--- src/dit_pkg.sv ---
// ----------------------------------------------------------------------------
// dit_pkg
// Shared constants and controller/datapath interface types for the
// constant interning table.
// ----------------------------------------------------------------------------
package dit_pkg;

    localparam int DEF_DEPTH       = 256;
    localparam int DEF_VALUE_WIDTH = 32;
    localparam int VALUE_IN_W      = 32;
    localparam int INDEX_OUT_W     = 8;

    localparam logic ACT_INSERT = 1'b0;
    localparam logic ACT_CLEAR  = 1'b1;

    // Commands from the controller to the datapath.
    typedef struct packed {
        logic load;   // capture the value and restart the scan
        logic clear;  // empty the table and zero the result
        logic scan;   // issue the next read and compare
        logic hit;    // record the matching index as the result
        logic miss;   // append the value, or flag a full table
    } t_dp_cmd;

    // Status from the datapath to the controller.
    typedef struct packed {
        logic match;  // the entry under compare equals the value
        logic done;   // every stored entry has been compared
    } t_dp_stat;

endpackage

--- src/dit_ctrl.sv ---
// ----------------------------------------------------------------------------
// dit_ctrl
// Controller for the interning table: accepts an item, steps the scan and
// presents one result strobe.
// ----------------------------------------------------------------------------
module dit_ctrl
    import dit_pkg::*;
(
    input  logic     i_clk,
    input  logic     i_rst_n,
    input  logic     i_start,
    input  logic     i_action,
    input  t_dp_stat i_stat,
    output t_dp_cmd  o_cmd,
    output logic     o_busy,
    output logic     o_valid
);

    typedef enum logic [2:0] {
        S_IDLE = 3'b001,
        S_SCAN = 3'b010,
        S_DONE = 3'b100
    } t_state;

    t_state r_state;
    t_state n_state;
    logic   accept;

    assign accept = i_start && (r_state == S_IDLE);

    always_comb begin
        n_state = r_state;
        o_cmd   = '0;
        case (r_state)
            S_IDLE: begin
                if (accept) begin
                    o_cmd.load = 1'b1;
                    if (i_action == ACT_CLEAR) begin
                        o_cmd.clear = 1'b1;
                        n_state     = S_DONE;
                    end else begin
                        n_state = S_SCAN;
                    end
                end
            end
            S_SCAN: begin
                if (i_stat.match) begin
                    o_cmd.hit = 1'b1;
                    n_state   = S_DONE;
                end else if (i_stat.done) begin
                    o_cmd.miss = 1'b1;
                    n_state    = S_DONE;
                end else begin
                    o_cmd.scan = 1'b1;
                end
            end
            S_DONE: begin
                n_state = S_IDLE;
            end
            default: begin
                n_state = S_IDLE;
            end
        endcase
    end

    always_ff @(posedge i_clk) begin
        if (!i_rst_n) begin
            r_state <= S_IDLE;
        end else begin
            r_state <= n_state;
        end
    end

    assign o_busy  = (r_state != S_IDLE);
    assign o_valid = (r_state == S_DONE);

endmodule

--- config.mk ---
export PLATFORM = sky130hd
export DESIGN_NAME = dit_ctrl
export DESIGN_NICKNAME = d
export VERILOG_FILES = /design/src/dit_pkg.sv /design/src/dit_ctrl.sv
export SDC_FILE = /design/constraint.sdc
export NUM_CORES = 1
export LEC_CHECK = 0
export ABC_CLOCK_PERIOD_IN_PS = 1000
export BUFFER_PORTS_ARGS = -buffer_cell sky130_fd_sc_hd__buf_2
export CAP_MARGIN = 10
export CORE_AREA = 3 3 40 42
export DETAILED_ROUTE_END_ITERATION = 6
export DIE_AREA = 0 0 43 45
export SKIP_CTS_REPAIR_TIMING = 1
export SKIP_LAST_GASP = 1
export SLEW_MARGIN = 25
export SYNTH_ARGS = -nofsm -noshare
export SYNTH_HDL_FRONTEND = slang
export SYNTH_SLANG_ARGS = --single-unit
export TNS_END_PERCENT = 20
--- constraint.sdc ---
create_clock -name i_clk -period 1 [get_ports i_clk]
set_input_delay 0.2 -clock i_clk [delete_from_list [all_inputs] [get_ports i_clk]]
set_output_delay 0.2 -clock i_clk [all_outputs]
set_load 0.02 [all_outputs]
==> tab_implementation.tex <==
\begin{tabular}{lr}
\hline
Metric & Value \\
\hline
\multicolumn{2}{l}{\textbf{Outcome}} \\
\quad Result of the run & finished, violations left \\
\quad Violated checks & setup timing \\
\multicolumn{2}{l}{\textbf{STA}} \\
\quad Fin Setup TNS & -2.31 ns \\
\quad Worst Clk Skew & 0.000538 ns \\
\quad Headroom to the max-slew limit & 85.4\% \\
\quad Setup slack of the critical path after layout & -0.395 ns \\
\quad Final worst path period need & 1.40 ns \\
\quad Final period utilization & 140\% \\
\quad Final setup fails & 8 \\
\quad Peak clock frequency supported by timing & 717 MHz \\
\quad Tightest Pin Transition & 0.217 ns \\
\quad RSZ-0062 raised after global routing & true \\
\quad Final Max Slew Viols & 0 \\
\quad Number of hold violations in the final report & 0 \\
\multicolumn{2}{l}{\textbf{Pwr}} \\
\quad Total power draw & 0.475 mW \\
\quad Sequential cell fraction of total power & 29.2\% \\
\quad Internal power component & 0.334 mW \\
\quad Power share of the combinational group & 23.8\% \\
\quad Share of power burned in the clock network & 47.0\% \\
\quad Power density relative to cell area & 1220 nW/um\^{}2 \\
\quad Pleak & 0.176 nW \\
\quad Switching component of the power & 0.141 mW \\
\quad Switching share of power & 29.7\% \\
\quad VDD IR max & 0.897 mV \\
\multicolumn{2}{l}{\textbf{Worst setup path}} \\
\quad Cells on worst reg2reg path & 4 \\
\quad Worst setup path endpoint & o\_cmd[3] \\
\quad Critical path launch point & r\_state[1] \\
\quad Required arrival time at the worst endpoint & 0.80 ns \\
\quad Reg2reg setup slack & -0.07 ns \\
\quad Count of cell instances traversed by the critical path & 4 \\
\quad Reg-to-reg endpoint & r\_state[1] \\
\quad Cell type group with the largest total delay on the critical path & simple AND/OR/NAND/NOR gates \\
\quad Element type at the critical path start & flip-flop \\
\quad Worst Path Class, Setup & reg2out \\
\quad Worst-path cell chain & nand3b\_1 -> nor2\_4 -> and2\_4 -> buf\_6 \\
\quad Number of buffers and inverters on the critical path & 1 \\
\quad Launch instance of the worst register-to-register path & r\_state[1] \\
\quad Maximum single-stage delay on the critical path & 0.36 ns \\
\quad Slowest cell on the critical path & dfxtp\_4 \\
\quad Arr. time, crit path & 1.20 ns \\
\quad Crit end category & output port \\
\quad Maximum fanout along the worst path & 6 \\
\multicolumn{2}{l}{\textbf{Synthesis}} \\
\quad Synth warn & 0 \\
\quad Post-Synth XOR/XNOR Area & 0\% \\
\quad Cell taking the most area after synthesis & dfxtp\_1 \\
\quad Compound-cell area share of the yosys netlist & 8.59\% \\
\quad Synth async-reset ratio & 0\% \\
\quad Post-synthesis register bit count & 3 \\
\quad Mean area per synthesized cell & 10.2 um\^{}2 \\
\quad Count leader, synth & dfxtp\_1 \\
\quad Count of flip-flops with a built-in enable after synthesis & 0 \\
\quad Distinct cell type count of the synthesized netlist & 17 \\
\quad Dominant combinational cell family by area after synthesis & simple AND/OR/NAND/NOR gates \\
\quad Post-Syn Area & 204 um\^{}2 \\
\quad Simple-gate portion of the synthesized area & 62.0\% \\
\quad Top area cells in the synthesized netlist & dfxtp\_1, nor4\_4, nor3b\_1 \\
\quad Area share of the leading cell type in the synthesized netlist & 29.4\% \\
\quad Post-Syn Nets & 26 \\
\quad Main synth FF type & dfxtp\_1 \\
\quad Synthesized-area fraction occupied by adder cells & 0\% \\
\quad Number of standard cells after synthesis & 20 \\
\quad Multiplexer area fraction after synthesis & 0\% \\
\quad Proportion of synthesized chip area in sequential cells & 29.4\% \\
\quad Top cells by count, synth & dfxtp\_1, nor3b\_1 \\
\multicolumn{2}{l}{\textbf{Floorplan}} \\
\quad Horizontal die dimension & 43 um \\
\quad Die outline area & 1940 um\^{}2 \\
\quad \# IOs & 13 \\
\quad Initial cell density of the core & 15.9\% \\
\quad Die Span Y & 45 um \\
\quad Number of rows in the core area & 13 \\
\quad Placeable core area & 1280 um\^{}2 \\
\multicolumn{2}{l}{\textbf{Worst hold path}} \\
\quad Type of the worst min-delay path & in2reg \\
\multicolumn{2}{l}{\textbf{Cells and area}} \\
\quad Fraction of layout instances using a drive strength above 1 & 75.0\% \\
\quad Largest reg by FF count & r\_state \\
\quad Largest regs & r\_state (3) \\
\quad Core occupancy in the finished layout & 30.2\% \\
\quad Post-synthesis to final-layout area growth & 90.2\% \\
\quad Fill cells & 134 \\
\quad Number of nets in the layout & 47 \\
\quad Number of diodes & 0 \\
\quad Number of flip-flops in the largest register & 3 \\
\quad Post-Layout Cell Count & 55 \\
\multicolumn{2}{l}{\textbf{Clock network}} \\
\quad Root cell of the clock tree & clkbuf\_4 \\
\quad Clock tree from TritonCTS & done \\
\quad Number of buffers on the longest clock path & 2 \\
\quad Reg clk slew, reported paths & 0.04 ns \\
\quad Clock sink total & 3 \\
\quad Clock buffer count from CTS & 3 \\
\quad Clock network latency to the later pin of the worst-skew pair & 0.24 ns \\
\quad H-tree levels & 1 \\
\multicolumn{2}{l}{\textbf{Routing}} \\
\quad First drt pass iteration count & 2 \\
\quad Routed WL & 572 um \\
\quad Via density & 4.22 \\
\quad Number of vias after detailed routing & 232 \\
\quad DRC violation count after routing & 0 \\
\quad Number of routed nets with antenna violations & 0 \\
\quad Routed WL per cell & 10.4 um \\
\quad Initial DRC Count & 3 \\
\multicolumn{2}{l}{\textbf{Place}} \\
\quad Gpl congestion & 0.713 \\
\quad Number of I/O port buffers & 12 \\
\quad Worst setup timing slack at the placement stage & -0.213 ns \\
\quad Total placed cells including tap cells & 50 \\
\multicolumn{2}{l}{\textbf{Global route}} \\
\quad Total GRT Usage & 7.07\% \\
\quad Maximum number of pins on one net before global-route repair & 8 \\
\quad First-pass GRT wire length & 979 um \\
\quad Antenna violations before repair & 0 \\
\quad Vias in the first global route & 243 \\
\quad Overflow after GRT & 0 \\
\multicolumn{2}{l}{\textbf{Flow run}} \\
\quad Total of max-cap violations & 0 \\
\hline
\end{tabular}
==> area by class of cell <==
cell class,instances,area [um^2],area share (%)
Sequential cell,3,67.6,17.4
Tap cell,15,18.8,4.84
Timing Repair Buffer,16,96.3,24.8
Clock buffer,4,26.3,6.77
Multi-Input combinational cell,17,179,46.1
==> metal layers <==
| metal | up-vias | track usage, % | part of all wire, % |
|---|---|---|---|
| met3 | 0 | 5.18 | 15 |
| met2 | 17 | 10.8 | 42 |
| li1 | 114 | - | - |
| met5 | - | 0 | 0 |
| met1 | 101 | 7.91 | 43 |
| met4 | 0 | 1.81 | 0 |
==> metrics by stage <==
stage | hold WS, ns | area (um^2)
after CTS | 0.178 | 367
after floorplan | 0.318 | 239
after global placement | 0.433 | 340
after global routing | 0.216 | 388
final | 0.197 | 388
after detailed placement | 0.424 | 340
==> kinds of logic after synthesis <==
| kind of cell | Yosys count |
|---|---|
| AOI/OAI and AO/OA | 3 |
| DFF | 3 |
| and+or+nand+nor | 14 |
==> cell usage in the layout, fill, tap and decap left out <==
| cell | n |
|---|---|
| nor4b_4 | 1 |
| buf_4 | 4 |
| a21oi_1 | 1 |
| nor3b_2 | 3 |
| dfxtp_1 | 1 |
| nand3b_1 | 1 |
| o21ai_0 | 1 |
| buf_6 | 1 |
| nor3_1 | 1 |
| buf_2 | 11 |
| nor2_4 | 1 |
| and3b_1 | 1 |
| or3b_1 | 1 |
| and2b_2 | 1 |
| o21a_1 | 1 |
| nor2b_1 | 1 |
| clkbuf_4 | 3 |
| nor4_4 | 1 |
| and2_4 | 1 |
| clkbuf_1 | 1 |
| dfxtp_4 | 2 |
| nand2b_4 | 1 |
==> worst min path at each step <==
stage                 end  depth (start not counted)  slack [ns]  startpoint
6_report       r_state[1]                          2        0.20     i_rst_n
5_1_grt        r_state[1]                          2        0.22     i_rst_n
4_1_cts        r_state[1]                          2        0.18     i_rst_n
3_5_place_dp   r_state[1]                          2        0.42     i_rst_n
3_3_place_gp   r_state[1]                          2        0.43     i_rst_n
2_1_floorplan  r_state[1]                          1        0.32     i_rst_n
==> power groups by stage <==
stage	Sequential [mW]	Combinational (mW)	Clock (mW)
after detailed placement	0.143	0.101	0
after global placement	0.142	0.100	0
final	0.138	0.113	0.223
after floorplan	0.143	0.0591	0
after CTS	0.141	0.102	0.230
after global routing	0.141	0.122	0.244
Note: power is estimated with default switching activity, not from simulation.
